`src/rtl/ulsd_pkg.sv`:
```
// ----------------------------------------------------------------------------
// ulsd_pkg
// Shared types, constants and decode functions of the lenient UTF-8 decoder.
// ----------------------------------------------------------------------------
package ulsd_pkg;

	localparam int unsigned QueueDepthDefault = 2;

	localparam logic [20:0] REPLACEMENT_CP = 21'h00FFFD;

	localparam logic [7:0] MASK_LEAD2  = 8'hE0;
	localparam logic [7:0] CODE_LEAD2  = 8'hC0;
	localparam logic [7:0] MASK_LEAD3  = 8'hF0;
	localparam logic [7:0] CODE_LEAD3  = 8'hE0;
	localparam logic [7:0] MASK_LEAD4  = 8'hF8;
	localparam logic [7:0] CODE_LEAD4  = 8'hF0;

	localparam logic [2:0] LEN_INVALID = 3'd0;
	localparam logic [2:0] LEN_ONE     = 3'd1;
	localparam logic [2:0] LEN_TWO     = 3'd2;
	localparam logic [2:0] LEN_THREE   = 3'd3;
	localparam logic [2:0] LEN_FOUR    = 3'd4;

	typedef struct packed {
		logic [3:0][7:0] bytes;
		logic [2:0]      count;
		logic            last;
	} job_t;

	typedef struct packed {
		logic [20:0] cp;
		logic [2:0]  used;
	} dec_t;

	function automatic logic [2:0] lead_length(input logic [7:0] b);
		logic [2:0] len;
		if (b[7] == 1'b0) begin
			len = LEN_ONE;
		end else if ((b & MASK_LEAD2) == CODE_LEAD2) begin
			len = LEN_TWO;
		end else if ((b & MASK_LEAD3) == CODE_LEAD3) begin
			len = LEN_THREE;
		end else if ((b & MASK_LEAD4) == CODE_LEAD4) begin
			len = LEN_FOUR;
		end else begin
			len = LEN_INVALID;
		end
		return len;
	endfunction

	function automatic dec_t decode_one(input logic [3:0][7:0] b, input logic [2:0] avail);
		dec_t       d;
		logic [2:0] len;
		len    = lead_length(b[0]);
		d.cp   = REPLACEMENT_CP;
		d.used = LEN_ONE;
		if (len == LEN_ONE) begin
			d.cp = {13'd0, b[0]};
		end else if (len == LEN_TWO && avail >= LEN_TWO) begin
			d.cp   = {10'd0, b[0][4:0], b[1][5:0]};
			d.used = LEN_TWO;
		end else if (len == LEN_THREE && avail >= LEN_THREE) begin
			d.cp   = {5'd0, b[0][3:0], b[1][5:0], b[2][5:0]};
			d.used = LEN_THREE;
		end else if (len == LEN_FOUR && avail >= LEN_FOUR) begin
			d.cp   = {b[0][2:0], b[1][5:0], b[2][5:0], b[3][5:0]};
			d.used = LEN_FOUR;
		end
		return d;
	endfunction

endpackage

```
`src/rtl/ulsd_if.sv`:
```
// ----------------------------------------------------------------------------
// ulsd_if
// Valid/ready channels of the decoder: raw bytes in, code points out.
// ----------------------------------------------------------------------------
interface ulsd_byte_if;
	logic       valid;
	logic       ready;
	logic [7:0] text_byte;
	logic       string_end;

	modport source (output valid, output text_byte, output string_end, input ready);
	modport sink   (input valid, input text_byte, input string_end, output ready);
endinterface

interface ulsd_cp_if;
	logic        valid;
	logic        ready;
	logic [20:0] code_point;
	logic [2:0]  bytes_used;
	logic        final_of_string;

	modport source (output valid, output code_point, output bytes_used,
		output final_of_string, input ready);
	modport sink   (input valid, input code_point, input bytes_used,
		input final_of_string, output ready);
endinterface

```
`src/rtl/ulsd_front.sv`:
```
// ----------------------------------------------------------------------------
// ulsd_front
// Accepts bytes, gathers multi-byte sequences and pushes decode jobs.
// ----------------------------------------------------------------------------
module ulsd_front (
	input  logic             clk,
	input  logic             arst_n,
	ulsd_byte_if.sink        byte_ch,
	input  logic             full,
	output logic             push,
	output ulsd_pkg::job_t   job
);
	import ulsd_pkg::*;

	logic [7:0] held_q [3];
	logic [1:0] held_count_q;
	logic [2:0] seq_len_q;

	logic       accept;
	logic [2:0] len;
	logic [2:0] n;
	logic       complete;

	assign byte_ch.ready = !full;
	assign accept        = byte_ch.valid && byte_ch.ready;
	assign len           = lead_length(byte_ch.text_byte);
	assign n             = {1'b0, held_count_q} + 3'd1;
	assign complete      = (n >= seq_len_q) || (n == LEN_FOUR);

	always_comb begin
		for (int i = 0; i < 3; i++) begin
			job.bytes[i] = (2'(i) < held_count_q) ? held_q[i] : byte_ch.text_byte;
		end
		job.bytes[3] = byte_ch.text_byte;
		job.count    = n;
		job.last     = byte_ch.string_end;
	end

	always_comb begin
		push = 1'b0;
		if (accept) begin
			if (byte_ch.string_end) begin
				push = 1'b1;
			end else if (held_count_q == 2'd0) begin
				push = (len == LEN_ONE) || (len == LEN_INVALID);
			end else begin
				push = complete;
			end
		end
	end

	always_ff @(posedge clk or negedge arst_n) begin
		if (!arst_n) begin
			held_count_q <= 2'd0;
			seq_len_q    <= LEN_ONE;
		end else if (accept) begin
			if (push) begin
				held_count_q <= 2'd0;
				seq_len_q    <= LEN_ONE;
			end else begin
				held_count_q <= n[1:0];
				if (held_count_q == 2'd0) begin
					seq_len_q <= len;
				end
			end
		end
	end

	always_ff @(posedge clk) begin
		if (accept && !push && held_count_q != 2'd3) begin
			held_q[held_count_q] <= byte_ch.text_byte;
		end
	end

	a_held_below_len: assert property (@(posedge clk) disable iff (!arst_n)
		held_count_q != 2'd0 |-> {1'b0, held_count_q} < seq_len_q)
		else $error("held bytes reached sequence length");

	a_held_lead_valid: assert property (@(posedge clk) disable iff (!arst_n)
		held_count_q != 2'd0 |-> seq_len_q >= LEN_TWO && seq_len_q <= LEN_FOUR)
		else $error("bytes held without a multi-byte lead");

endmodule

```
`src/rtl/ulsd_queue.sv`:
```
// ----------------------------------------------------------------------------
// ulsd_queue
// Small job queue between the byte front end and the decode back end.
// ----------------------------------------------------------------------------
module ulsd_queue #(
	parameter int unsigned DEPTH = ulsd_pkg::QueueDepthDefault
) (
	input  logic             clk,
	input  logic             arst_n,
	input  logic             push,
	input  ulsd_pkg::job_t   push_job,
	output logic             full,
	input  logic             pop,
	output logic             head_valid,
	output ulsd_pkg::job_t   head_job
);
	import ulsd_pkg::*;

	localparam int unsigned PtrW = (DEPTH > 1) ? $clog2(DEPTH) : 1;
	localparam int unsigned CntW = $clog2(DEPTH + 1);

	job_t            mem_q [DEPTH];
	logic [PtrW-1:0] wr_ptr_q;
	logic [PtrW-1:0] rd_ptr_q;
	logic [CntW-1:0] count_q;

	assign full       = (count_q == CntW'(DEPTH));
	assign head_valid = (count_q != '0);
	assign head_job   = mem_q[rd_ptr_q];

	always_ff @(posedge clk or negedge arst_n) begin
		if (!arst_n) begin
			wr_ptr_q <= '0;
			rd_ptr_q <= '0;
			count_q  <= '0;
		end else begin
			if (push) begin
				wr_ptr_q <= (wr_ptr_q == PtrW'(DEPTH - 1)) ? '0 : wr_ptr_q + 1'b1;
			end
			if (pop) begin
				rd_ptr_q <= (rd_ptr_q == PtrW'(DEPTH - 1)) ? '0 : rd_ptr_q + 1'b1;
			end
			count_q <= count_q + CntW'(push) - CntW'(pop);
		end
	end

	always_ff @(posedge clk) begin
		if (push) begin
			mem_q[wr_ptr_q] <= push_job;
		end
	end

	a_no_overflow: assert property (@(posedge clk) disable iff (!arst_n)
		!(push && full) && !(pop && !head_valid))
		else $error("queue overflow or underflow");

endmodule

```
`src/rtl/ulsd_back.sv`:
```
// ----------------------------------------------------------------------------
// ulsd_back
// Decodes jobs into the output register, one code point per unstalled cycle.
// ----------------------------------------------------------------------------
module ulsd_back (
	input  logic             clk,
	input  logic             arst_n,
	input  logic             head_valid,
	input  ulsd_pkg::job_t   head_job,
	output logic             pop,
	ulsd_cp_if.source        cp_ch
);
	import ulsd_pkg::*;

	logic [1:0]      offset_q;
	logic            out_valid_q;
	logic [20:0]     cp_q;
	logic [2:0]      used_q;
	logic            final_q;

	logic [3:0][7:0] window;
	logic [2:0]      avail;
	dec_t            dec;
	logic [2:0]      next_off;
	logic            done;
	logic            fire;

	assign window   = head_job.bytes >> {offset_q, 3'b000};
	assign avail    = head_job.count - {1'b0, offset_q};
	assign dec      = decode_one(window, avail);
	assign next_off = {1'b0, offset_q} + dec.used;
	assign done     = (next_off >= head_job.count);
	assign fire     = head_valid && (!out_valid_q || cp_ch.ready);
	assign pop      = fire && done;

	assign cp_ch.valid           = out_valid_q;
	assign cp_ch.code_point      = cp_q;
	assign cp_ch.bytes_used      = used_q;
	assign cp_ch.final_of_string = final_q;

	always_ff @(posedge clk or negedge arst_n) begin
		if (!arst_n) begin
			offset_q    <= 2'd0;
			out_valid_q <= 1'b0;
		end else begin
			if (fire) begin
				out_valid_q <= 1'b1;
				offset_q    <= done ? 2'd0 : next_off[1:0];
			end else if (cp_ch.ready) begin
				out_valid_q <= 1'b0;
			end
		end
	end

	always_ff @(posedge clk) begin
		if (fire) begin
			cp_q    <= dec.cp;
			used_q  <= dec.used;
			final_q <= done && head_job.last;
		end
	end

	a_offset_in_job: assert property (@(posedge clk) disable iff (!arst_n)
		head_valid |-> {1'b0, offset_q} < head_job.count)
		else $error("decode offset beyond job");

	a_split_only_at_end: assert property (@(posedge clk) disable iff (!arst_n)
		fire && !done |-> head_job.last && dec.used == LEN_ONE)
		else $error("job split outside a string end");

	a_used_range: assert property (@(posedge clk) disable iff (!arst_n)
		out_valid_q |-> used_q >= LEN_ONE && used_q <= LEN_FOUR)
		else $error("bytes_used out of range");

endmodule

```
`src/rtl/lenient_utf8_stream_decoder.sv`:
```
// ----------------------------------------------------------------------------
// lenient_utf8_stream_decoder
// Lenient UTF-8 decoder: string bytes in, code points out.
// ----------------------------------------------------------------------------
// byte_ch carries one byte per word with string_end on the final byte of a
// string. cp_ch carries one code point per word with the number of bytes it
// used and final_of_string on the last code point of the string.
// The front end takes one byte per cycle while the queue is not full; a byte
// that completes a sequence, or a single-byte character, yields a code point
// via the job queue and the output register. Bytes inside a sequence yield
// nothing until the sequence ends. A string that ends inside a sequence yields
// up to three code points, one per cycle from the back end while cp_ch is not
// stalled, so the front end may stall. With cp_ch unstalled the sustained
// rate is one byte per cycle, set by the back end's decode step and the queue.
// Reset clears held bytes and the queue; the output is empty after reset.
// When cp_ch stalls, the output register holds its word, the queue fills,
// and byte_ch.ready drops once the queue is full.
// ----------------------------------------------------------------------------
module lenient_utf8_stream_decoder #(
	parameter int unsigned QUEUE_DEPTH = ulsd_pkg::QueueDepthDefault
) (
	input  logic        clk,
	input  logic        arst_n,
	ulsd_byte_if.sink   byte_ch,
	ulsd_cp_if.source   cp_ch
);
	import ulsd_pkg::*;

	logic push;
	logic full;
	logic pop;
	logic head_valid;
	job_t push_job;
	job_t head_job;

	ulsd_front u_front (
		.clk     (clk),
		.arst_n  (arst_n),
		.byte_ch (byte_ch),
		.full    (full),
		.push    (push),
		.job     (push_job)
	);

	ulsd_queue #(
		.DEPTH (QUEUE_DEPTH)
	) u_queue (
		.clk        (clk),
		.arst_n     (arst_n),
		.push       (push),
		.push_job   (push_job),
		.full       (full),
		.pop        (pop),
		.head_valid (head_valid),
		.head_job   (head_job)
	);

	ulsd_back u_back (
		.clk        (clk),
		.arst_n     (arst_n),
		.head_valid (head_valid),
		.head_job   (head_job),
		.pop        (pop),
		.cp_ch      (cp_ch)
	);

endmodule

```
`src/flat_wrapper.sv`:
```
// flat-port wrapper written by rule: the top's interface ports become plain ports
module lenient_utf8_stream_decoder_flat import ulsd_pkg::*;
#(
	parameter int unsigned QUEUE_DEPTH = ulsd_pkg::QueueDepthDefault
)
  (clk, arst_n, byte_ch_valid, byte_ch_text_byte, byte_ch_string_end, byte_ch_ready, cp_ch_valid, cp_ch_code_point, cp_ch_bytes_used, cp_ch_final_of_string, cp_ch_ready);
  ulsd_byte_if byte_ch_i ();
  ulsd_cp_if cp_ch_i ();
  input  logic clk;
  input  logic arst_n;
  input wire logic [$bits(byte_ch_i.valid)-1:0] byte_ch_valid;
  input wire logic [$bits(byte_ch_i.text_byte)-1:0] byte_ch_text_byte;
  input wire logic [$bits(byte_ch_i.string_end)-1:0] byte_ch_string_end;
  output wire logic [$bits(byte_ch_i.ready)-1:0] byte_ch_ready;
  output wire logic [$bits(cp_ch_i.valid)-1:0] cp_ch_valid;
  output wire logic [$bits(cp_ch_i.code_point)-1:0] cp_ch_code_point;
  output wire logic [$bits(cp_ch_i.bytes_used)-1:0] cp_ch_bytes_used;
  output wire logic [$bits(cp_ch_i.final_of_string)-1:0] cp_ch_final_of_string;
  input wire logic [$bits(cp_ch_i.ready)-1:0] cp_ch_ready;
  assign byte_ch_i.valid = byte_ch_valid;
  assign byte_ch_i.text_byte = byte_ch_text_byte;
  assign byte_ch_i.string_end = byte_ch_string_end;
  assign byte_ch_ready = byte_ch_i.ready;
  assign cp_ch_valid = cp_ch_i.valid;
  assign cp_ch_code_point = cp_ch_i.code_point;
  assign cp_ch_bytes_used = cp_ch_i.bytes_used;
  assign cp_ch_final_of_string = cp_ch_i.final_of_string;
  assign cp_ch_i.ready = cp_ch_ready;
  lenient_utf8_stream_decoder #(.QUEUE_DEPTH(QUEUE_DEPTH)) u_core (.clk(clk), .arst_n(arst_n), .byte_ch(byte_ch_i), .cp_ch(cp_ch_i));
endmodule
```
`config.mk`:
```
export PLATFORM = sky130hd
export DESIGN_NAME = lenient_utf8_stream_decoder_flat
export DESIGN_NICKNAME = d
export VERILOG_FILES = /design/src/rtl/ulsd_pkg.sv /design/src/rtl/ulsd_if.sv /design/src/rtl/ulsd_front.sv /design/src/rtl/ulsd_queue.sv /design/src/rtl/ulsd_back.sv /design/src/rtl/lenient_utf8_stream_decoder.sv /design/src/flat_wrapper.sv
export SDC_FILE = /design/constraint.sdc
export NUM_CORES = 1
export LEC_CHECK = 0
export BUFFER_PORTS_ARGS = -buffer_cell sky130_fd_sc_hd__buf_2
export CAP_MARGIN = 20
export CORE_MARGIN = 2
export CORE_UTILIZATION = 45
export CTS_CLUSTER_DIAMETER = 60
export DETAILED_ROUTE_END_ITERATION = 16
export PLACE_DENSITY = 0.67
export SETUP_SLACK_MARGIN = 0.5
export SLEW_MARGIN = 10
export SYNTH_ARGS = -nofsm -noshare
export SYNTH_HDL_FRONTEND = slang
export SYNTH_SLANG_ARGS = --single-unit
```
`constraint.sdc`:
```
create_clock -name clk -period 16.19 [get_ports clk]
set_input_delay 2.4285 -clock clk [delete_from_list [all_inputs] [get_ports clk]]
set_output_delay 2.4285 -clock clk [all_outputs]
set_load 0.01 [all_outputs]
```
==> impl_metrics.toml <==
[worst_hold_path]
hold_path_startpoint = "u_core.u_front.seq_len_q[0]"
hold_depth = 2
min-delay-path-class = "flop to flop"
min_to = "u_core.u_front.seq_len_q[0]"

[yosys]
synth_top_cells_by_area = "edfxtp_1 (56%), mux2_2 (6.4%), mux4_2 (5.6%), dfrtp_1 (4.3%), mux2i_1 (4.0%)"
synthXorXnorAreaFrac = 0.00812
synthCells = 435
synth_adder_area_share = 0.0332
yosysSeqAreaShare = 0.608
yosys.area_share.simple = 0.0769
postSynthNetCount = 464
synth_compound_area_frac = 0.0793
ys.flop_type = "edfxtp_1"
netlist.area_leader.share = 0.561
ys_async_sr_fraction = 0.0902
synth_top_family_by_area = "multiplexers"
ys_types = 53
yosysMostFrequentCell = "edfxtp_1"
synth_edf_count = 121
muxShareOfSynthArea = 0.165
avgSynthCellArea_um2 = 14.9
ys_seq_elements = 133
syn_area_um2 = 6470
synth_common_cells = "edfxtp_1 (121), mux2_2 (37), nand2_1 (32)"
yosysTopAreaCell = "edfxtp_1"
synth_warnings = 0

[route]
drt_iter0_markers = 553
wl_um = 13300
vias = 3881
viasPerCell = 5.78
wl_per_cell_um = 19.8
final_antenna_net_count = 0
firstDrtPassIters = 5
route.detailed.drc = 0

[floorplanning]
fp-row-count = 43
die_x_um = 124
initial_core_util = 0.463
die_h_um = 124
core_region_area_um2 = 14000
ioPinCount = 40
dieArea_um2 = 15400

[setup_path]
r2r_cells = 19
reg2reg_setup_slack_ps = 10960
r2r_start = "u_core.u_queue.rd_ptr_q"
r2r_end = "u_core.u_queue.count_q[1]"
path_max_fanout = 43
required_ps = 16530
critPathLaunchType = "flop"
arrival_ps = 5570
endpoint_kind = "flop"
worstSetupPathType = "flop to flop"

[clock_network]
numCtsBuffers = 17
cts_root_buffer = "clkbuf_16"
clk_pin_slew_worst_paths_ps = 60
clock_path_buffers = 2
clock_sinks = 133
cts_htree_levels = 4
cts_tree = "done"
clk_latency_ps = 420
cts_setup_buffers = 0
postCtsResizedCells = 0
cts-hold-fix-buffers = 0

[power]
ir_worst_vdd_mv = 0.0887
leakagePower_nw = 2.66
finalPower_w = 0.00157
power_density_nw_per_um2 = 212

[grt]
gr-usage-all-layers = 0.188
grt_pass1_wl_um = 21000
grt_start_max_net_pins = 44
grt_pass1_vias = 3886
gr-total-overflow = 0
grt_antenna_before_repair = 0

[layout]
fin_area_um2 = 7390
final_nets = 509
syn2layout_area_growth_pct = 14.2
fin_util = 0.529
drive_gt1_frac = 0.293
fillerInstances = 1176
n_antenna_cell = 0

[sta]
worstMarginPinSlew_ps = 962
fin_crit_sh = 0.323
finalSetupViolations = 0
fmax_ghz = 0.191
post-route-min-period_ps = 5230
rsz0062_at_grt = "false"
hold_violations = 0
slew_headroom = 0.358
setup_tns_ps = 0
drv_slew = 0
skew_ps = 6.22

[place]
placed_area_um2 = 6820
portBuffers = 39
dp.final_hpwl_um = 8930
place.gp.congestion = 0.858

[flow_run]
maxCapViolCount = 0

[outcome]
status = "completed"
power breakdown:
group | total (W) | internal (W) | switching [W]
sequential | 0.000528 | 0.000497 | 0.0000315
clock | 0.000373 | 0.000238 | 0.000135
combinational | 0.000665 | 0.000265 | 0.000399
layer usage:
| layer | GRT usage | vias up | part of all wire |
|---|---|---|---|
| li1 | - | 1792 | - |
| met1 | 0.253 | 1925 | 0.45 |
| met2 | 0.293 | 139 | 0.48 |
| met3 | 0.0485 | 25 | 0.054 |
| met4 | 0.0744 | 0 | 0.021 |
| met5 | 0 | - | 0 |
through the flow:
stage	hold WS (ps)	setup slack, ps	instances
2_1_floorplan	442	11000	435
3_3_place_gp	455	11170	640
3_5_place_dp	456	11010	641
4_1_cts	470	11000	672
5_1_grt	507	10640	672
6_report	466	10960	672
worst max-delay path, stage by stage, from the launching register on:
cell	delay [ps]
dfrtp_2	340
buf_4	500
mux2i_1	310
ha_1	170
inv_1	50
fa_1	370
xor2_1	380
o32a_1	390
nand2_1	160
a21oi_1	270
fa_1	490
ha_1	310
a21o_1	160
a21oi_1	290
nor2_1	120
ha_1	300
inv_1	40
ha_1	190
xnor2_1	170
xnor2_1	130
worst max path at each step:
| stage | slack, ps | endpoint | from |
|---|---|---|---|
| finish | 10960 | u_core.u_queue.count_q[1] | u_core.u_queue.rd_ptr_q |
| global route | 10640 | u_core.u_queue.count_q[1] | u_core.u_queue.rd_ptr_q |
| CTS | 11000 | u_core.u_queue.count_q[1] | u_core.u_queue.rd_ptr_q |
| detailed placement | 11010 | u_core.u_queue.count_q[1] | u_core.u_queue.rd_ptr_q |
| global placement | 11170 | u_core.u_queue.count_q[1] | u_core.u_queue.rd_ptr_q |
| floorplan | 11000 | u_core.u_queue.count_q[1] | u_core.u_queue.rd_ptr_q |
sequential cells by signal, summed over array words and instances, names as in the netlist:
signal / flops
u_core.u_back.cp_ch.valid: 1
u_core.u_back.offset_q: 2
u_core.u_front.held_count_q: 2
u_core.u_front.held_q: 24
u_core.u_back.cp_ch.final_of_string: 1
u_core.u_back.cp_ch.code_point: 21
u_core.u_queue.rd_ptr_q: 1
u_core.u_back.cp_ch.bytes_used: 3
u_core.u_front.seq_len_q: 3
u_core.u_queue.count_q: 2
u_core.u_queue.mem_q: 72
u_core.u_queue.wr_ptr_q: 1
layout by cell type, fill, tap and decap left out, types with 12 or more instances in the layout:
cell type,count
inv_1,15
clkbuf_16,17
ha_1,14
mux4_2,16
edfxtp_1,121
mux2i_1,26
mux2_2,37
buf_2,39
o21ai_0,12
nand2_1,32
nor2_1,21
logic make-up after synthesis:
kind of cell / Yosys count
AOI/OAI and AO/OA: 67
and+or+nand+nor: 97
adders and majority gates: 16
DFF: 133
muxes: 81
xor gates and xnor gates: 6
buffers and inverters: 35
cell type report:
cell class | instances | area (µm²) | share of cell area
well taps | 180 | 225 | 0.0305
repair buffers | 46 | 248 | 0.0335
clock buffers | 19 | 433 | 0.0585
inverters | 15 | 56.3 | 0.00761
multi-input cells | 267 | 2360 | 0.319
flip-flops and latches | 133 | 3940 | 0.532
clock inverters | 12 | 138 | 0.0186
(Power assumes the default switching activity.)
